<file path="config.mk">
export PLATFORM = sky130hd
export DESIGN_NAME = disc_cell_rasterizer
export DESIGN_NICKNAME = d
export VERILOG_FILES = /design/src/hdl/dcr_pkg.sv /design/src/hdl/dcr_div.sv /design/src/hdl/dcr_sqrt.sv /design/src/hdl/disc_cell_rasterizer.sv
export SDC_FILE = /design/constraint.sdc
export NUM_CORES = 2
export LEC_CHECK = 0
export BUFFER_PORTS_ARGS = -buffer_cell sky130_fd_sc_hd__buf_2
export CAP_MARGIN = 20
export CELL_PAD_IN_SITES_DETAIL_PLACEMENT = 1
export CELL_PAD_IN_SITES_GLOBAL_PLACEMENT = 2
export CORE_ASPECT_RATIO = 0.8
export CORE_MARGIN = 1
export CORE_UTILIZATION = 42
export CTS_CLUSTER_DIAMETER = 200
export DETAILED_ROUTE_END_ITERATION = 10
export PLACE_DENSITY = 0.91
export SLEW_MARGIN = 20
export SYNTH_ARGS = -nofsm -noshare
export SYNTH_HDL_FRONTEND = slang
export SYNTH_SLANG_ARGS = --single-unit
</file>
<file path="constraint.sdc">
create_clock -name i_clk -period 14.96 [get_ports i_clk]
set_clock_uncertainty 0.1 [all_clocks]
set_input_delay 0.748 -clock i_clk [delete_from_list [all_inputs] [get_ports i_clk]]
set_output_delay 0.748 -clock i_clk [all_outputs]
set_load 0.02 [all_outputs]
</file>
<file path="src/hdl/dcr_pkg.sv">
// Package with the shared types, register indexes and sizes of the disc cell rasterizer.
`default_nettype none
package dcr_pkg;

    localparam int MAX_BOX = 7;
    localparam int NUM_W   = 21;
    localparam int QUOT_W  = 22;

    localparam logic [2:0] CFG_RADIUS    = 3'd0;
    localparam logic [2:0] CFG_CELL_SIZE = 3'd1;
    localparam logic [2:0] CFG_X_BEGIN   = 3'd2;
    localparam logic [2:0] CFG_X_END     = 3'd3;
    localparam logic [2:0] CFG_Y_BEGIN   = 3'd4;
    localparam logic [2:0] CFG_Y_END     = 3'd5;

    typedef struct packed {
        logic signed [19:0] center_x;
        logic signed [19:0] center_y;
    } t_in;

    typedef struct packed {
        logic signed [15:0] cell_x;
        logic signed [15:0] cell_y;
        logic [15:0]        distance;
        logic               in_area;
        logic               in_border;
        logic               none_found;
        logic               truncated;
        logic               last;
    } t_out;

    typedef enum logic [4:0] {
        S_IDLE, S_DIVGO, S_DIVW, S_BOX, S_R2, S_B2, S_B2W,
        S_XM, S_YM, S_XSQ, S_YSQ, S_SUM, S_SQRT, S_EMIT, S_NEXT, S_FIN, S_FLUSH
    } t_state;

endpackage
`default_nettype wire

</file>
<file path="src/hdl/dcr_div.sv">
// Iterative signed divider with floor remainder and rounding half to even.
`default_nettype none
module dcr_div (
    input  wire logic                                i_clk,
    input  wire logic                                i_rst_n,
    input  wire logic                                i_start,
    input  wire logic signed [dcr_pkg::NUM_W-1:0]    i_num,
    input  wire logic [15:0]                         i_den,
    output logic                                     o_done,
    output logic signed [dcr_pkg::QUOT_W-1:0]        o_quot
);
    import dcr_pkg::*;

    logic [NUM_W-1:0] r_q;
    logic [15:0]      r_rem;
    logic             r_neg;
    logic [4:0]       r_cnt;
    logic             r_post;
    logic [16:0]      trial;
    logic             ge;
    logic signed [QUOT_W-1:0] qs;
    logic [16:0]      rr;
    logic [17:0]      two_r;
    logic [NUM_W-1:0] mag;

    assign mag   = i_num[NUM_W-1] ? NUM_W'(-i_num) : NUM_W'(i_num);
    assign trial = {r_rem, r_q[NUM_W-1]};
    assign ge    = trial >= {1'b0, i_den};

    always_comb begin
        if (r_neg && r_rem != 16'd0) begin
            qs = -$signed({1'b0, r_q}) - QUOT_W'(1);
            rr = {1'b0, i_den} - {1'b0, r_rem};
        end else if (r_neg) begin
            qs = -$signed({1'b0, r_q});
            rr = 17'd0;
        end else begin
            qs = $signed({1'b0, r_q});
            rr = {1'b0, r_rem};
        end
        two_r = {rr, 1'b0};
    end

    always_ff @(posedge i_clk) begin
        if (!i_rst_n) begin
            r_cnt  <= 5'd0;
            r_post <= 1'b0;
            o_done <= 1'b0;
        end else begin
            o_done <= 1'b0;
            if (i_start) begin
                r_neg  <= i_num[NUM_W-1];
                r_q    <= mag;
                r_rem  <= 16'd0;
                r_cnt  <= 5'(NUM_W);
            end else if (r_cnt != 5'd0) begin
                r_rem <= ge ? 16'(trial - {1'b0, i_den}) : trial[15:0];
                r_q   <= {r_q[NUM_W-2:0], ge};
                r_cnt <= r_cnt - 5'd1;
                r_post <= (r_cnt == 5'd1);
            end else if (r_post) begin
                r_post <= 1'b0;
                o_done <= 1'b1;
                if (two_r > {2'b0, i_den} || (two_r == {2'b0, i_den} && qs[0])) begin
                    o_quot <= qs + QUOT_W'(1);
                end else begin
                    o_quot <= qs;
                end
            end
        end
    end

endmodule
`default_nettype wire

</file>
<file path="src/hdl/dcr_sqrt.sv">
// Iterative integer square root, two radicand bits per cycle.
`default_nettype none
module dcr_sqrt (
    input  wire logic        i_clk,
    input  wire logic        i_rst_n,
    input  wire logic        i_start,
    input  wire logic [31:0] i_val,
    output logic             o_done,
    output logic [15:0]      o_root
);
    import dcr_pkg::*;

    logic [31:0] r_val;
    logic [17:0] r_rem;
    logic [4:0]  r_cnt;
    logic [17:0] rem_sh;
    logic [17:0] trial;

    assign rem_sh = {r_rem[15:0], r_val[31:30]};
    assign trial  = {o_root, 2'b01};

    always_ff @(posedge i_clk) begin
        if (!i_rst_n) begin
            r_cnt  <= 5'd0;
            o_done <= 1'b0;
        end else begin
            o_done <= 1'b0;
            if (i_start) begin
                r_val  <= i_val;
                r_rem  <= 18'd0;
                o_root <= 16'd0;
                r_cnt  <= 5'd16;
            end else if (r_cnt != 5'd0) begin
                r_val <= {r_val[29:0], 2'b00};
                if (rem_sh >= trial) begin
                    r_rem  <= rem_sh - trial;
                    o_root <= {o_root[14:0], 1'b1};
                end else begin
                    r_rem  <= rem_sh;
                    o_root <= {o_root[14:0], 1'b0};
                end
                r_cnt  <= r_cnt - 5'd1;
                o_done <= (r_cnt == 5'd1);
            end
        end
    end

endmodule
`default_nettype wire

</file>
<file path="src/hdl/disc_cell_rasterizer.sv">
// Top level of the disc cell rasterizer: registers, sequencer, shared multiplier and output stage.
//
//  channel  | signals                              | direction
//  ---------+--------------------------------------+----------
//  input    | i_valid, o_ready, i_data             | in
//  output   | o_valid, i_ready, o_data             | out
//  config   | i_cfg_we, i_cfg_idx, i_cfg_data      | in
//
// Each center runs six divisions and setup, then scans each cell in its box and runs a square
// root for each area cell. The shared divider, multiplier and square root unit do this work.
// Reset is synchronous and active low; it clears control state and sets the registers.
// A stalled output holds the sequencer only when a new result must be placed.
`default_nettype none
module disc_cell_rasterizer (
    input  wire logic         i_clk,
    input  wire logic         i_rst_n,
    input  wire logic         i_valid,
    output logic              o_ready,
    input  wire dcr_pkg::t_in i_data,
    output logic              o_valid,
    input  wire logic         i_ready,
    output dcr_pkg::t_out     o_data,
    input  wire logic         i_cfg_we,
    input  wire logic [2:0]   i_cfg_idx,
    input  wire logic [15:0]  i_cfg_data
);
    import dcr_pkg::*;

    function automatic logic signed [15:0] clamp(input logic signed [15:0] lo,
                                                 input logic signed [QUOT_W-1:0] v,
                                                 input logic signed [15:0] hi);
        logic signed [15:0] res;
        if (v < QUOT_W'(lo)) begin
            res = lo;
        end else if (v > QUOT_W'(hi)) begin
            res = hi;
        end else begin
            res = v[15:0];
        end
        return res;
    endfunction

    logic [15:0]        r_radius, r_csize;
    logic signed [15:0] r_xb, r_xe, r_yb, r_ye;
    t_state             r_state, n_state;
    logic signed [19:0] r_cx, r_cy;
    logic [2:0]         r_dk;
    logic signed [15:0] r_x0, r_x1, r_y0, r_y1, r_xstop, r_ystop, r_ix, r_iy;
    logic signed [QUOT_W-1:0] r_rx, r_ry;
    logic               r_trunc, r_allb, r_far, r_any_area, r_any_border, r_fin;
    logic [31:0]        r_r2, r_b2, r_sum;
    logic [15:0]        r_ax, r_ay;
    logic signed [35:0] r_prod;
    t_out               r_cell, r_pend, r_out;
    logic               r_pend_v, r_out_v;

    logic [15:0]        s_eff;
    logic signed [17:0] mul_a, mul_b;
    logic signed [NUM_W-1:0] div_num;
    logic               div_start, div_done;
    logic signed [QUOT_W-1:0] div_q;
    logic               sq_start, sq_done;
    logic [15:0]        sq_root;
    logic signed [35:0] dd;
    logic [35:0]        dabs;
    logic [32:0]        sum;
    logic               out_free;
    logic signed [16:0] diffx, diffy;
    logic signed [15:0] ix_nx, iy_nx;
    logic               repair_in;
    t_out               pend_last;

    assign s_eff    = (r_csize == 16'd0) ? 16'd1 : r_csize;
    assign out_free = !r_out_v || i_ready;
    assign o_ready  = (r_state == S_IDLE);
    assign o_valid  = r_out_v;
    assign o_data   = r_out;

    always_comb begin
        pend_last      = r_pend;
        pend_last.last = 1'b1;
    end

    always_comb begin
        case (r_dk)
            3'd0:    div_num = NUM_W'(r_cx) - $signed({5'b0, r_radius});
            3'd1:    div_num = NUM_W'(r_cx) + $signed({5'b0, r_radius});
            3'd2:    div_num = NUM_W'(r_cy) - $signed({5'b0, r_radius});
            3'd3:    div_num = NUM_W'(r_cy) + $signed({5'b0, r_radius});
            3'd4:    div_num = NUM_W'(r_cx);
            default: div_num = NUM_W'(r_cy);
        endcase
    end

    dcr_div u_div (
        .i_clk   (i_clk),
        .i_rst_n (i_rst_n),
        .i_start (div_start),
        .i_num   (div_num),
        .i_den   (s_eff),
        .o_done  (div_done),
        .o_quot  (div_q)
    );

    dcr_sqrt u_sqrt (
        .i_clk   (i_clk),
        .i_rst_n (i_rst_n),
        .i_start (sq_start),
        .i_val   (sum[31:0]),
        .o_done  (sq_done),
        .o_root  (sq_root)
    );

    always_comb begin
        case (r_state)
            S_R2:    begin mul_a = $signed({2'b0, r_radius}); mul_b = mul_a; end
            S_B2:    begin
                mul_a = $signed({2'b0, r_radius}) - $signed({2'b0, s_eff});
                mul_b = mul_a;
            end
            S_XM:    begin mul_a = 18'(r_ix); mul_b = $signed({2'b0, s_eff}); end
            S_YM:    begin mul_a = 18'(r_iy); mul_b = $signed({2'b0, s_eff}); end
            S_XSQ:   begin mul_a = $signed({2'b0, r_ax}); mul_b = mul_a; end
            S_YSQ:   begin mul_a = $signed({2'b0, r_ay}); mul_b = mul_a; end
            default: begin mul_a = 18'sd0; mul_b = 18'sd0; end
        endcase
        dd    = r_prod - 36'((r_state == S_YM) ? r_cx : r_cy);
        dabs  = dd[35] ? 36'(-dd) : 36'(dd);
        sum   = {1'b0, r_sum} + {1'b0, r_prod[31:0]};
        diffx = 17'(r_x1) - 17'(r_x0);
        diffy = 17'(r_y1) - 17'(r_y0);
        ix_nx = r_ix + 16'sd1;
        iy_nx = r_iy + 16'sd1;
        repair_in = (r_rx >= QUOT_W'(r_xb)) && (r_rx < QUOT_W'(r_xe)) &&
                    (r_ry >= QUOT_W'(r_yb)) && (r_ry < QUOT_W'(r_ye));
    end

    always_comb begin
        n_state   = r_state;
        div_start = 1'b0;
        sq_start  = 1'b0;
        case (r_state)
            S_IDLE:  if (i_valid) n_state = S_DIVGO;
            S_DIVGO: begin
                div_start = 1'b1;
                n_state   = S_DIVW;
            end
            S_DIVW:  if (div_done) n_state = (r_dk == 3'd5) ? S_BOX : S_DIVGO;
            S_BOX:   n_state = S_R2;
            S_R2:    n_state = S_B2;
            S_B2:    n_state = S_B2W;
            S_B2W:   n_state = (r_x0 < r_xstop && r_y0 < r_ystop) ? S_XM : S_FIN;
            S_XM:    n_state = S_YM;
            S_YM:    n_state = S_XSQ;
            S_XSQ:   n_state = (r_far || dabs[35:16] != 20'd0) ? S_NEXT : S_YSQ;
            S_YSQ:   n_state = S_SUM;
            S_SUM:   begin
                if (sum > {1'b0, r_r2}) begin
                    n_state = S_NEXT;
                end else begin
                    sq_start = 1'b1;
                    n_state  = S_SQRT;
                end
            end
            S_SQRT:  if (sq_done) n_state = S_EMIT;
            S_EMIT:  if (out_free) n_state = r_fin ? S_FLUSH : S_NEXT;
            S_NEXT:  begin
                if (iy_nx < r_ystop || ix_nx < r_xstop) begin
                    n_state = S_XM;
                end else begin
                    n_state = S_FIN;
                end
            end
            S_FIN:   n_state = (!r_any_area || !r_any_border) ? S_EMIT : S_FLUSH;
            S_FLUSH: if (out_free) n_state = S_IDLE;
            default: n_state = S_IDLE;
        endcase
    end

    always_ff @(posedge i_clk) begin
        if (!i_rst_n) begin
            r_state <= S_IDLE;
        end else begin
            r_state <= n_state;
        end
    end

    always_ff @(posedge i_clk) begin
        if (!i_rst_n) begin
            r_radius <= 16'd512;
            r_csize  <= 16'd256;
            r_xb     <= -16'sd32768;
            r_xe     <= 16'sd32767;
            r_yb     <= -16'sd32768;
            r_ye     <= 16'sd32767;
        end else if (i_cfg_we) begin
            case (i_cfg_idx)
                CFG_RADIUS:    r_radius <= i_cfg_data;
                CFG_CELL_SIZE: r_csize  <= i_cfg_data;
                CFG_X_BEGIN:   r_xb     <= $signed(i_cfg_data);
                CFG_X_END:     r_xe     <= $signed(i_cfg_data);
                CFG_Y_BEGIN:   r_yb     <= $signed(i_cfg_data);
                CFG_Y_END:     r_ye     <= $signed(i_cfg_data);
                default:       ;
            endcase
        end
    end

    always_ff @(posedge i_clk) begin
        r_prod <= 36'(mul_a * mul_b);
        case (r_state)
            S_IDLE: begin
                r_cx <= i_data.center_x;
                r_cy <= i_data.center_y;
                r_dk <= 3'd0;
            end
            S_DIVW: begin
                if (div_done) begin
                    r_dk <= r_dk + 3'd1;
                    case (r_dk)
                        3'd0:    r_x0 <= clamp(r_xb, div_q, r_xe);
                        3'd1:    r_x1 <= clamp(r_xb, div_q, r_xe);
                        3'd2:    r_y0 <= clamp(r_yb, div_q, r_ye);
                        3'd3:    r_y1 <= clamp(r_yb, div_q, r_ye);
                        3'd4:    r_rx <= div_q;
                        default: r_ry <= div_q;
                    endcase
                end
            end
            S_BOX: begin
                r_trunc <= (diffx > 17'(MAX_BOX)) || (diffy > 17'(MAX_BOX));
                r_xstop <= (diffx > 17'(MAX_BOX)) ? r_x0 + 16'(MAX_BOX) : r_x1;
                r_ystop <= (diffy > 17'(MAX_BOX)) ? r_y0 + 16'(MAX_BOX) : r_y1;
            end
            S_B2: r_r2 <= r_prod[31:0];
            S_B2W: begin
                r_b2         <= r_prod[31:0];
                r_allb       <= r_radius <= s_eff;
                r_ix         <= r_x0;
                r_iy         <= r_y0;
                r_any_area   <= 1'b0;
                r_any_border <= 1'b0;
                r_fin        <= 1'b0;
            end
            S_YM: begin
                r_ax  <= dabs[15:0];
                r_far <= dabs[35:16] != 20'd0;
            end
            S_XSQ: r_ay <= dabs[15:0];
            S_YSQ: r_sum <= r_prod[31:0];
            S_SUM: r_sum <= sum[31:0];
            S_SQRT: begin
                if (sq_done) begin
                    r_cell.cell_x     <= r_ix;
                    r_cell.cell_y     <= r_iy;
                    r_cell.distance   <= sq_root;
                    r_cell.in_area    <= 1'b1;
                    r_cell.in_border  <= r_allb || r_sum >= r_b2;
                    r_cell.none_found <= 1'b0;
                    r_cell.truncated  <= r_trunc;
                    r_cell.last       <= 1'b0;
                    r_any_area        <= 1'b1;
                    r_any_border      <= r_any_border || r_allb || r_sum >= r_b2;
                end
            end
            S_NEXT: begin
                if (iy_nx < r_ystop) begin
                    r_iy <= iy_nx;
                end else begin
                    r_iy <= r_y0;
                    r_ix <= ix_nx;
                end
            end
            S_FIN: begin
                r_fin            <= 1'b1;
                r_cell.distance  <= 16'd0;
                r_cell.truncated <= r_trunc;
                r_cell.last      <= 1'b0;
                if (repair_in) begin
                    r_cell.cell_x     <= r_rx[15:0];
                    r_cell.cell_y     <= r_ry[15:0];
                    r_cell.in_area    <= !r_any_area;
                    r_cell.in_border  <= 1'b1;
                    r_cell.none_found <= 1'b0;
                end else begin
                    r_cell.cell_x     <= 16'sd0;
                    r_cell.cell_y     <= 16'sd0;
                    r_cell.in_area    <= 1'b0;
                    r_cell.in_border  <= 1'b0;
                    r_cell.none_found <= 1'b1;
                end
            end
            default: ;
        endcase
    end

    always_ff @(posedge i_clk) begin
        if (!i_rst_n) begin
            r_out_v  <= 1'b0;
            r_pend_v <= 1'b0;
        end else if (r_state == S_EMIT && out_free) begin
            r_pend   <= r_cell;
            r_pend_v <= 1'b1;
            r_out    <= r_pend;
            r_out_v  <= r_pend_v;
        end else if (r_state == S_FLUSH && out_free) begin
            r_out      <= pend_last;
            r_out_v    <= 1'b1;
            r_pend_v   <= 1'b0;
        end else if (i_ready) begin
            r_out_v <= 1'b0;
        end
    end

    a_none_zero: assert property (@(posedge i_clk) disable iff (!i_rst_n)
        o_valid && o_data.none_found |->
            o_data.cell_x == 16'sd0 && o_data.cell_y == 16'sd0 && !o_data.in_area)
        else $error("none_found transaction carries a cell");

    a_repair_form: assert property (@(posedge i_clk) disable iff (!i_rst_n)
        o_valid && !o_data.in_area && !o_data.none_found |->
            o_data.in_border && o_data.distance == 16'd0 && o_data.last)
        else $error("repair transaction malformed");

    a_scan_box: assert property (@(posedge i_clk) disable iff (!i_rst_n)
        r_state == S_XM |-> r_ix < r_xstop && r_iy < r_ystop)
        else $error("scan index outside the box");

    a_flush_pend: assert property (@(posedge i_clk) disable iff (!i_rst_n)
        r_state == S_FLUSH |-> r_pend_v)
        else $error("flush without a pending result");

endmodule
`default_nettype wire

</file>
==> load_flow_metrics.sql <==
INSERT INTO impl_metrics (metric_group, metric, value, unit) VALUES
('drt', 'first_iter_violations', '4541', ''),
('clock_network', 'cts_repair_resize_count', '0', ''),
('synthesis', 'post_synth_instance_area', '0.0617', 'mm2'),
('timing', 'final_slew_violations', '0', ''),
('critical_path', 'worst_setup_path_start_kind', 'flip-flop', ''),
('clock_network', 'cts_made_buffers', '89', ''),
('placement', 'io_buffers', '118', ''),
('clock_network', 'max_buffers_root_to_sink', '3', ''),
('placement', 'numPlacedInstances', '8308', ''),
('critical_path', 'worstReg2RegEnd', 'r_prod[32]', ''),
('clock_network', 'clock_insertion_delay_worst_skew', '750', 'ps'),
('timing', 'finalHoldViolations', '0', ''),
('clock_network', 'clockRootBuffer', 'sky130_fd_sc_hd__clkbuf_16', ''),
('synthesis', 'ys_async_sr_fraction', '0', ''),
('layout', 'highest_count_cells_in_the_layout_ignoring_fill_and_taps', '787 x sky130_fd_sc_hd__inv_1, 665 x sky130_fd_sc_hd__nand2_1, 630 x sky130_fd_sc_hd__edfxtp_1, 620 x sky130_fd_sc_hd__ha_1, 482 x sky130_fd_sc_hd__nor2_1', ''),
('drt', 'drtPass1Iterations', '6', ''),
('grt', 'first_global_vias', '50717', ''),
('timing', 'timing.setup.tns', '0', 'ps'),
('synthesis', 'synth_seq_area_share', '0.356', ''),
('synthesis', 'synth_compound_gate_area_share', '0.131', ''),
('floorplan', 'pin_count', '119', ''),
('timing', 'final.hold.worst_slack', '97.4', 'ps'),
('min_path', 'worst_hold_startpoint', 'i_data[33]', ''),
('synthesis', 'synth-warning-count', '0', ''),
('critical_path', 'critical_path_depth', '40', ''),
('floorplan', 'dieArea', '0.149', 'mm2'),
('synthesis', 'synth-edff-count', '630', ''),
('floorplan', 'vertical_die_dimension', '345', 'um'),
('timing', 'post-route-period-util', '0.770', ''),
('layout', 'synthToLayoutAreaGrowth', '10.1', '%'),
('grt', 'globalRouteTotalUtil', '0.282', ''),
('synthesis', 'ys_ff_latch', '782', ''),
('critical_path', 'worst_path_max_delay_cell', 'sky130_fd_sc_hd__a221oi_1', ''),
('critical_path', 'max_stage_delay', '960', 'ps'),
('floorplan', 'std_cell_rows', '125', ''),
('grt', 'wire_length_of_the_first_global_routing_pass', '317000', 'um'),
('synthesis', 'post_synth_num_cell_types', '91', ''),
('placement', 'place_hpwl', '165000', 'um'),
('layout', 'final_cell_count_no_fill', '8478', ''),
('synthesis', 'synth_nets', '7362', ''),
('clock_network', 'clkSlewWorstSetupHoldPaths', '70', 'ps'),
('drt', 'routedWlPerCell', '24.8', 'um'),
('min_path', 'timing.hold.worst.class', 'primary input to flip-flop', ''),
('grt', 'grt_remaining_overflow', '0', ''),
('floorplan', 'start_util', '0.424', ''),
('power_and_ir_drop', 'power_per_cell_area', '125', 'mW/mm2'),
('status', 'outcome', 'finished, final reports clean', ''),
('clock_network', 'number_of_clock_sinks', '782', ''),
('clock_network', 'tritoncts', 'built', ''),
('synthesis', 'fraction_of_synthesized_area_in_multiplexers', '0.0411', ''),
('floorplan', 'core_area', '0.146', 'mm2'),
('critical_path', 'setup.reg_to_reg.worst_slack', '3440', 'ps'),
('layout', 'final_common_cell', 'sky130_fd_sc_hd__inv_1', ''),
('layout', 'nNetsFinal', '7446', ''),
('critical_path', 'setup.worst_path.start', 'r_csize[1]', ''),
('clock_network', 'cts-htree-levels', '3', ''),
('job', 'drv_cap', '0', ''),
('critical_path', 'path_common_cell', 'sky130_fd_sc_hd__fa_1', ''),
('grt', 'grt_antenna_before_repair', '18', ''),
('drt', 'num_vias', '49704', ''),
('layout', 'share_of_layout_cells_above_drive_strength_1', '0.0840', ''),
('drt', 'route.antenna.remaining_nets', '0', ''),
('critical_path', 'r2r-start', 'r_csize[1]', ''),
('synthesis', 'synth_cells', '6350', ''),
('synthesis', 'average_size_of_a_mapped_cell', '9.72', 'um2'),
('critical_path', 'timing.critical_path.max_delay_family', 'compound AO/OA/AOI/OAI gates', ''),
('drt', 'wirelength', '210000', 'um'),
('critical_path', 'required', '15540', 'ps'),
('min_path', 'instance_count_along_the_most_critical_hold_path', '1', ''),
('timing', 'maxSlewHeadroom', '0.125', ''),
('min_path', 'hold_path_end', 'r_cx[13]', '');
final cells by class:
class | instances | area (um2) | share of cell area
flip-flops and latches | 782 | 22000 | 0.323
clock buffers | 111 | 2410 | 0.0355
clock inverters | 55 | 738 | 0.0109
inverters | 790 | 2970 | 0.0436
repair buffers | 199 | 1210 | 0.0178
multi-input cells | 4572 | 36200 | 0.533
diodes | 1 | 2.50 | 0.0000368
well taps | 1968 | 2460 | 0.0362
report_power, final:
group,internal (uW),switching [uW]
registers,2740,247
clock network,1370,1020
logic,1180,1940
total,5300,3200
kinds of logic (layout without fill, tap and decap cells):
kind of cell	Yosys count	after routing
AO/OA/AOI/OAI	1242	1242
XOR/XNOR	283	283
adder cells (fa/ha/maj)	948	948
buffers and inverters	996	1155
flip-flops	782	782
multiplexers	238	238
other	1	2
AND/OR/NAND/NOR	1860	1860
flip-flops by register name, indices dropped and copies added (netlist names), 20 cells and up:
| name | flops |
|---|---|
| o_data | 53 |
| pend_last | 52 |
| r_cell | 52 |
| r_prod | 36 |
| r_b2 | 32 |
| r_r2 | 32 |
| r_sum | 32 |
| u_sqrt.r_val | 32 |
| r_rx | 22 |
| r_ry | 22 |
| u_div.o_quot | 22 |
| u_div.r_q | 21 |
| r_cx | 20 |
| r_cy | 20 |
per-layer routing:
metal  part of all wire  wire length [um]  track usage  vias up
li1                   -                 -            -    22364
met1               0.46             97200        0.412    25343
met2               0.43             90600        0.428     1719
met3              0.079             16500       0.0505      274
met4              0.028              5790       0.0772        4
met5            0.00011                24            0        -
cell usage after synthesis, drive strengths merged, types with 102 or more instances:
master | count | area share
a21o | 132 | 0.016
a21oi | 341 | 0.028
clkbuf | 185 | 0.011
dfxtp | 152 | 0.049
edfxtp | 630 | 0.31
fa | 328 | 0.11
ha | 620 | 0.13
inv | 789 | 0.048
mux2 | 120 | 0.022
mux2i | 118 | 0.019
nand2 | 667 | 0.041
nand3 | 127 | 0.010
nor2 | 487 | 0.030
nor3 | 102 | 0.0083
o21ai | 278 | 0.023
xnor2 | 209 | 0.030
worst register-to-register path: cells and delay by family, from the launching register on:
| family | cells | cell delay [ps] |
|---|---|---|
| AO/OA/AOI/OAI | 19 | 5620 |
| XOR/XNOR | 2 | 260 |
| AND/OR/NAND/NOR | 5 | 850 |
| buffers and inverters | 5 | 300 |
| flip-flops | 1 | 480 |
| adder cells (fa/ha/maj) | 9 | 3900 |
worst max-delay path by stage:
stage                             to  slack, ps
final                     r_prod[32]       3440
after floorplan           r_prod[32]       4150
after global routing      r_prod[32]       2660
after CTS                 r_prod[32]       3600
after detailed placement  r_prod[32]       3630
after global placement    r_prod[32]       3830
per-stage QoR:
| step | util | cell area (um2) | worst slack (ps) | total power [uW] |
|---|---|---|---|---|
| after floorplan | - | 61700 | 4150 | 5180 |
| after global placement | 0.445 | 64800 | 3830 | 5970 |
| after detailed placement | 0.445 | 64800 | 3630 | 6100 |
| after CTS | 0.467 | 67900 | 3600 | 8510 |
| after global routing | 0.467 | 68000 | 2660 | 8930 |
| final | 0.467 | 68000 | 3440 | 8500 |
(Power assumes the default switching activity.)
